File: config.mk
export PLATFORM = sky130hd
export DESIGN_NAME = newton_square_root_unit
export DESIGN_NICKNAME = d
export VERILOG_FILES = /design/src/sv/nsr_pkg.sv /design/src/sv/nsr_ctrl.sv /design/src/sv/nsr_dpath.sv /design/src/sv/newton_square_root_unit.sv
export SDC_FILE = /design/constraint.sdc
export NUM_CORES = 2
export LEC_CHECK = 0
export BUFFER_PORTS_ARGS = -buffer_cell sky130_fd_sc_hd__clkbuf_2
export CORE_MARGIN = 5
export CORE_UTILIZATION = 46
export CTS_CLUSTER_SIZE = 24
export DETAILED_ROUTE_END_ITERATION = 12
export GPL_ROUTABILITY_DRIVEN = 0
export GPL_TIMING_DRIVEN = 1
export PLACE_DENSITY = 0.67
export SLEW_MARGIN = 20
export SYNTH_ARGS = -nofsm -noshare
export SYNTH_HDL_FRONTEND = slang
export SYNTH_SLANG_ARGS = --single-unit
File: constraint.sdc
create_clock -name clk_i -period 17.7 [get_ports clk_i]
set_clock_uncertainty 0.05 [all_clocks]
set_input_delay 3.54 -clock clk_i [delete_from_list [all_inputs] [get_ports clk_i]]
set_output_delay 3.54 -clock clk_i [all_outputs]
set_load 0.1 [all_outputs]
File: src/sv/nsr_pkg.sv
// Package with the shared widths, controller states and control bundles of the square root unit.
package nsr_pkg;

  localparam int unsigned MAX_ITERATIONS = 32;
  localparam int unsigned FRAC_BITS      = 16;
  localparam int unsigned TOL_BITS       = 16;

  localparam int unsigned XW    = 32;
  localparam int unsigned YW    = XW - 1;
  localparam int unsigned SQW   = 2 * YW - FRAC_BITS;
  localparam int unsigned DVDW  = SQW + FRAC_BITS;
  localparam int unsigned DW    = YW + 1;
  localparam int unsigned TFW   = 16;
  localparam int unsigned TOLW  = XW - 1;
  localparam int unsigned ROOTW = 24;
  localparam int unsigned IW    = $clog2(MAX_ITERATIONS + 1);
  localparam int unsigned CW    = $clog2(DVDW);

  localparam logic [TFW-1:0]   TF_RESET = TFW'(66);
  localparam logic [YW-1:0]    Y_MAX    = {YW{1'b1}};
  localparam logic [ROOTW-1:0] ROOT_MAX = {ROOTW{1'b1}};

  typedef enum logic [2:0] {
    ST_IDLE,
    ST_CHECK,
    ST_TOP,
    ST_MAG,
    ST_DSETUP,
    ST_DIV,
    ST_UPD,
    ST_DONE
  } state_e;

  typedef struct packed {
    logic load;
    logic zero;
    logic init;
    logic square;
    logic mag;
    logic div_init;
    logic div_step;
    logic update;
  } cmd_t;

  typedef struct packed {
    logic nonpos;
    logic y_zero;
    logic le_tol;
  } status_t;

endpackage

File: src/sv/nsr_ctrl.sv
// Controller state machine that sequences the Newton steps and the serial division.
module nsr_ctrl (
  input  logic           clk_i,
  input  logic           rst_ni,
  input  logic           start,
  input  nsr_pkg::status_t status_i,
  output nsr_pkg::cmd_t    cmd_o,
  output logic           busy,
  output logic           result_valid_o
);
  import nsr_pkg::*;

  state_e         state_q, state_d;
  logic [IW-1:0]  iter_q, iter_d;
  logic [CW-1:0]  cnt_q, cnt_d;

  always_ff @(posedge clk_i or negedge rst_ni) begin
    if (!rst_ni) begin
      state_q <= ST_IDLE;
      iter_q  <= '0;
      cnt_q   <= '0;
    end else begin
      state_q <= state_d;
      iter_q  <= iter_d;
      cnt_q   <= cnt_d;
    end
  end

  always_comb begin
    state_d = state_q;
    unique case (state_q)
      ST_IDLE: begin
        if (start) state_d = ST_CHECK;
      end
      ST_CHECK: begin
        state_d = status_i.nonpos ? ST_DONE : ST_TOP;
      end
      ST_TOP: begin
        if (status_i.y_zero || iter_q == IW'(MAX_ITERATIONS)) state_d = ST_DONE;
        else state_d = ST_MAG;
      end
      ST_MAG:    state_d = ST_DSETUP;
      ST_DSETUP: state_d = ST_DIV;
      ST_DIV: begin
        if (cnt_q == CW'(DVDW - 1)) state_d = ST_UPD;
      end
      ST_UPD: begin
        state_d = status_i.le_tol ? ST_DONE : ST_TOP;
      end
      ST_DONE:   state_d = ST_IDLE;
      default:   state_d = ST_IDLE;
    endcase
  end

  always_comb begin
    cmd_o          = '0;
    iter_d         = iter_q;
    cnt_d          = cnt_q;
    busy           = (state_q != ST_IDLE);
    result_valid_o = (state_q == ST_DONE);
    unique case (state_q)
      ST_IDLE:   cmd_o.load = start;
      ST_CHECK: begin
        cmd_o.zero = status_i.nonpos;
        cmd_o.init = !status_i.nonpos;
        iter_d     = '0;
      end
      ST_TOP:    cmd_o.square = 1'b1;
      ST_MAG:    cmd_o.mag = 1'b1;
      ST_DSETUP: begin
        cmd_o.div_init = 1'b1;
        cnt_d          = '0;
      end
      ST_DIV: begin
        cmd_o.div_step = 1'b1;
        cnt_d          = cnt_q + CW'(1);
      end
      ST_UPD: begin
        cmd_o.update = 1'b1;
        iter_d       = iter_q + IW'(1);
      end
      ST_DONE:   cmd_o = '0;
      default:   cmd_o = '0;
    endcase
  end

  assert property (@(posedge clk_i) disable iff (!rst_ni)
    result_valid_o |=> !result_valid_o)
    else $error("result strobe longer than one cycle");

  assert property (@(posedge clk_i) disable iff (!rst_ni)
    (state_q == ST_DIV) |-> (iter_q < IW'(MAX_ITERATIONS)))
    else $error("division started beyond the step cap");

  assert property (@(posedge clk_i) disable iff (!rst_ni)
    (state_q == ST_UPD) |-> $past(state_q == ST_DIV))
    else $error("update without a finished division");

endmodule

File: src/sv/nsr_dpath.sv
// Datapath with the estimate, tolerance, squaring, serial divider and result logic.
module nsr_dpath (
  input  logic                      clk_i,
  input  logic                      rst_ni,
  input  nsr_pkg::cmd_t             cmd_i,
  output nsr_pkg::status_t          status_o,
  input  logic [nsr_pkg::XW-1:0]    x_value_i,
  input  logic                      cfg_valid_i,
  input  logic [nsr_pkg::TFW-1:0]   cfg_data_i,
  output logic [nsr_pkg::ROOTW-1:0] root_o,
  output logic                      converged_o
);
  import nsr_pkg::*;

  logic [TFW-1:0]   tf_q;
  logic [XW-1:0]    x_q;
  logic [YW-1:0]    y_q, y_d;
  logic [TOLW-1:0]  tol_q;
  logic [SQW-1:0]   sq_q, mag_q;
  logic             neg_q, le_tol_q, conv_q, nonpos_q;
  logic [DW-1:0]    rem_q, div_q;
  logic [DVDW-1:0]  dvd_q, quo_q;

  logic [YW+TFW-1:0] tol_prod;
  logic [2*YW-1:0]   sq_prod;
  logic [SQW-1:0]    x_ext;
  logic [DW:0]       trial, trial_sub;
  logic              qbit;
  logic [DVDW:0]     sum;

  assign tol_prod  = (YW+TFW)'(x_q[YW-1:0]) * (YW+TFW)'(tf_q);
  assign sq_prod   = (2*YW)'(y_q) * (2*YW)'(y_q);
  assign x_ext     = SQW'(x_q[YW-1:0]);
  assign trial     = {rem_q, dvd_q[DVDW-1]};
  assign trial_sub = trial - {1'b0, div_q};
  assign qbit      = (trial >= {1'b0, div_q});
  assign sum       = (DVDW+1)'(quo_q) + (DVDW+1)'(y_q);

  always_comb begin
    if (neg_q) begin
      y_d = (sum > (DVDW+1)'(Y_MAX)) ? Y_MAX : sum[YW-1:0];
    end else begin
      y_d = (quo_q >= DVDW'(y_q)) ? '0 : (y_q - quo_q[YW-1:0]);
    end
  end

  always_ff @(posedge clk_i or negedge rst_ni) begin
    if (!rst_ni) begin
      tf_q <= TF_RESET;
    end else if (cfg_valid_i) begin
      tf_q <= cfg_data_i;
    end
  end

  always_ff @(posedge clk_i) begin
    if (cmd_i.load) x_q <= x_value_i;
    if (cmd_i.zero) begin
      y_q      <= '0;
      conv_q   <= 1'b1;
      nonpos_q <= 1'b1;
    end
    if (cmd_i.init) begin
      y_q      <= x_q[YW:1];
      tol_q    <= tol_prod[TOL_BITS +: TOLW];
      conv_q   <= 1'b0;
      nonpos_q <= 1'b0;
    end
    if (cmd_i.square) sq_q <= sq_prod[FRAC_BITS +: SQW];
    if (cmd_i.mag) begin
      neg_q <= (sq_q < x_ext);
      mag_q <= (sq_q >= x_ext) ? (sq_q - x_ext) : (x_ext - sq_q);
    end
    if (cmd_i.div_init) begin
      le_tol_q <= (mag_q <= SQW'(tol_q));
      rem_q    <= '0;
      div_q    <= {y_q, 1'b0};
      dvd_q    <= {mag_q, {FRAC_BITS{1'b0}}};
      quo_q    <= '0;
    end
    if (cmd_i.div_step) begin
      rem_q <= qbit ? trial_sub[DW-1:0] : trial[DW-1:0];
      dvd_q <= {dvd_q[DVDW-2:0], 1'b0};
      quo_q <= {quo_q[DVDW-2:0], qbit};
    end
    if (cmd_i.update) begin
      y_q    <= y_d;
      conv_q <= le_tol_q;
    end
  end

  assign status_o.nonpos = (x_q == '0) || x_q[XW-1];
  assign status_o.y_zero = (y_q == '0);
  assign status_o.le_tol = le_tol_q;

  assign root_o      = (y_q > YW'(ROOT_MAX)) ? ROOT_MAX : y_q[ROOTW-1:0];
  assign converged_o = conv_q && (nonpos_q || (y_q != '0));

endmodule

File: src/sv/newton_square_root_unit.sv
// Top level of the fixed-point Newton-Raphson square root unit.
// A radicand item is taken on x_value_i at a clock edge where start is high and busy
// is low. busy stays high until the result has been shown. The result appears on
// root_o and converged_o for exactly one cycle, flagged by result_valid_o, and the
// receiver cannot stall it. A nonpositive radicand returns zero without any Newton
// step. Otherwise each Newton step squares the estimate, forms the difference,
// sets up the one bit per cycle divider, runs it over the 62 dividend bits and
// updates the estimate. An item stops when it meets its tolerance, on the step cap
// or on a zero estimate; a new item is taken the cycle after the result.
// The tolerance register is to be written through cfg_valid_i and cfg_data_i only
// while the unit is idle, which it does not enforce; cfg_ready_o is always high. Reset
// returns the controller to idle and sets the tolerance to its default 66, about 0.001.
module newton_square_root_unit (
  input  logic                      clk_i,
  input  logic                      rst_ni,
  input  logic                      start,
  output logic                      busy,
  input  logic [nsr_pkg::XW-1:0]    x_value_i,
  input  logic                      cfg_valid_i,
  output logic                      cfg_ready_o,
  input  logic [nsr_pkg::TFW-1:0]   cfg_data_i,
  output logic                      result_valid_o,
  output logic [nsr_pkg::ROOTW-1:0] root_o,
  output logic                      converged_o
);
  import nsr_pkg::*;

  cmd_t    cmd;
  status_t status;

  assign cfg_ready_o = 1'b1;

  nsr_ctrl u_ctrl (
    .clk_i          (clk_i),
    .rst_ni         (rst_ni),
    .start          (start),
    .status_i       (status),
    .cmd_o          (cmd),
    .busy           (busy),
    .result_valid_o (result_valid_o)
  );

  nsr_dpath u_dpath (
    .clk_i       (clk_i),
    .rst_ni      (rst_ni),
    .cmd_i       (cmd),
    .status_o    (status),
    .x_value_i   (x_value_i),
    .cfg_valid_i (cfg_valid_i),
    .cfg_data_i  (cfg_data_i),
    .root_o      (root_o),
    .converged_o (converged_o)
  );

  assert property (@(posedge clk_i) disable iff (!rst_ni)
    (start && !busy) |=> busy)
    else $error("item taken but unit not busy");

  assert property (@(posedge clk_i) disable iff (!rst_ni)
    result_valid_o |-> busy)
    else $error("result shown while idle");

  assert property (@(posedge clk_i) disable iff (!rst_ni)
    result_valid_o |=> !busy)
    else $error("unit not idle after the result");

endmodule
==> results.cfg <==
[outcome]
status = finished, final reports clean

[timing]
slew_viol_final = 0
hold_viol_final = 0
rsz0062_at_grt = no
fin_tns_setup_ns = 0
finalSetupViolCount = 0
period_share = 0.5737
layout_setup_ws_ns = 7.546
max_freq_mhz = 98.48
min_period_ns = 10.15
maxSlewHeadroom = 0.2708
worstMarginPinSlew_ns = 1.094

[clock_tree]
clkLatencyLatePin_ns = 0.63
post_cts_buffers = 0
cts_buffers = 45
cts.path.max_buffers = 3
clockRootBuffer = clkbuf_16
cts_tree = built
cts_hold_buf = 0
cts.repair.resized = 0
htreeDepth = 2
clock_sinks = 392
clk_pin_slew_ns = 0.07

[yosys]
synthCells = 7081
synth-seq-cells = 392
yosysUniqueCellTypes = 105
yosysMostFrequentCell = inv_1
async_reset_ff_frac = 0.07908
syn_nets = 8892
synth.area.top_cells = fa_1 (35%), edfxtp_1 (16%), ha_1 (11%)
avgSynthCellArea_um2 = 9.390
ys_seq_area_frac = 0.1746
synthDominantCellAreaShare = 0.3480
synth_top_area_cell = fa_1
yosysWarnings = 0
synth.top_cells.by_count = inv_1 (1510), fa_1 (1156), nand2_1 (788)
synth_area_um2 = 66490
synthFlopType = edfxtp_1
synth_edf_count = 360

[global_route]
grt_pass1_wl_um = 309900
first_global_vias = 53610
grtUsageTotal = 0.2612
grt_antenna_before_repair = 9
grt_overflow = 0
grt_max_degree = 73

[placed_design]
portBuffers = 78
dp_hpwl_um = 147500
dp_slack_ns = 7.840

[layout]
syn_to_final_growth_pct = 5.982
drive_gt1_frac = 0.05770
fin_nets = 8810

[detailed_routing]
drt_iter0_markers = 4560
drc = 0
dr.pass1.iters = 7
wire_per_inst_um = 21.92
wirelength_um = 196000
vias_per_cell = 5.687
postRouteAntennaNets = 0
vias = 50860

[critical_path]
cp_top_family = adder cells
crit_buf_inv = 6
worstSetupEndpointType = register
ff2ff_setup_slack_ns = 7.55
critPathArrivalTime_ns = 10.49
crit_slowest_cell = clkinv_1
critical_path_class = register to register
cp_slowest_stage_delay_ns = 0.96
crit_path_max_fanout = 21
worstPathRequired_ns = 18.04
cp_common_cell = fa_1
critPathLaunchType = register

[floorplan]
die_w_um = 390.2
dieHeight_um = 390.2
coreArea_um2 = 143700
die_area_um2 = 152300
io-pin-count = 80
rows = 139
start_util = 0.4629

[power_and_ir_drop]
p_per_area_nw_per_um2 = 84.42
leakagePower_nw = 33.33
irDropWorstVdd_mv = 0.1759

[job]
cap_violations = 0

[worst_hold_path]
hold_class = register to register
where the power goes:
part / total [mW] / switching (mW) / internal [mW]
sequential: 1.22 / 0.0137 / 1.21
combinational: 3.74 / 2.11 / 1.63
clock: 0.985 / 0.429 / 0.557
area by class of cell:
cell class | instances | area [µm²]
inverters | 1525 | 5729
repair buffers | 193 | 1254
clock buffers | 52 | 1172
fillers | 13240 | 73180
well taps | 1903 | 2381
clock inverters | 32 | 349.1
flip-flops and latches | 392 | 11610
diodes | 3 | 7.507
multi-input cells | 4842 | 47970
layout by cell type (no fill, tap or decap), drive strengths merged, types with 56 or more instances in the layout:
master and n:
a21o 104, nand2 789, nand4 56, ha 603, a21oi 296, xor2 80, fa 1156, nor2 501
and3 56, buf 116, mux2 65, clkbuf 129, inv 1522, o21ai 160, and2 151, nand3 64
xnor2 99, edfxtp 360, nor3 82
worst paths after layout:
path                                              from                           end  cells after the start
min in group asynchronous                       rst_ni  u_ctrl.iter_q[0]$_DFFE_PN0P_                      1
max in group asynchronous                       rst_ni  u_dpath.tf_q[14]$_DFFE_PN0P_                      1
min                        u_ctrl.cnt_q[5]$_DFFE_PN0N_   u_ctrl.cnt_q[5]$_DFFE_PN0N_                      1
min reg2reg                u_ctrl.cnt_q[5]$_DFFE_PN0N_   u_ctrl.cnt_q[5]$_DFFE_PN0N_                      1
max reg2reg                  u_dpath.y_q[24]$_DFFE_PP_    u_dpath.sq_q[44]$_DFFE_PP_                     28
max                          u_dpath.y_q[24]$_DFFE_PP_    u_dpath.sq_q[44]$_DFFE_PP_                     28
worst reg2reg max path: cells and delay by family, from the launching register on:
| family | cells | cell delay, ns |
|---|---|---|
| adder cells (fa/ha/maj) | 9 | 4.25 |
| AND/OR/NAND/NOR | 7 | 1.87 |
| buffers and inverters | 6 | 1.71 |
| AO/OA/AOI/OAI | 6 | 1.70 |
| flip-flops | 1 | 0.33 |
cell families (layout without fill, tap and decap cells):
logic type / count (synthesis) / after routing / synth area share
xor gates and xnor gates: 179 / 179 / 0.02358
and+or+nand+nor: 1916 / 1916 / 0.1320
AOI/OAI and AO/OA: 901 / 901 / 0.08889
other: 1 / 4 / 0.00005640
buffers and inverters: 1847 / 1802 / 0.1051
muxes: 86 / 86 / 0.01423
DFF: 392 / 392 / 0.1746
adders and majority gates: 1759 / 1759 / 0.4615
registers in the layout, indices dropped and copies added, names as in the netlist, 6 cells and up:
signal / cells
u_dpath.rem_q: 32
u_ctrl.cnt_q: 6
u_dpath.y_q: 31
u_dpath.mag_q: 46
u_dpath.quo_q: 62
u_dpath.tf_q: 16
u_dpath.div_q: 31
u_dpath.dvd_q: 46
u_dpath.sq_q: 46
u_dpath.x_q: 32
u_dpath.tol_q: 31
u_ctrl.iter_q: 6
stage by stage:
stage | hold WS (ns) | util | cell area, µm² | total power, mW | instances
after global placement | 0.4131 | 0.4799 | 68940 | 4.874 | 8855
final | 0.4411 | 0.4906 | 70470 | 5.949 | 8942
after global routing | 0.4587 | 0.4905 | 70470 | 6.500 | 8940
after detailed placement | 0.4230 | 0.4799 | 68940 | 4.887 | 8855
after CTS | 0.4401 | 0.4905 | 70460 | 5.987 | 8939
after floorplan | 0.3911 | - | 66490 | 4.016 | 7081
metal layers:
layer / part of all wire / GRT usage / routed length, µm / up-vias
met5: 0.00045 / 0.001254 / 88 / -
met4: 0.055 / 0.1165 / 10790 / 10
met3: 0.10 / 0.05677 / 20080 / 577
met2: 0.44 / 0.4077 / 86680 / 2529
met1: 0.40 / 0.3522 / 78410 / 25570
li1: - / - / - / 22170
No activity file was read; power rests on OpenSTA's default activity.
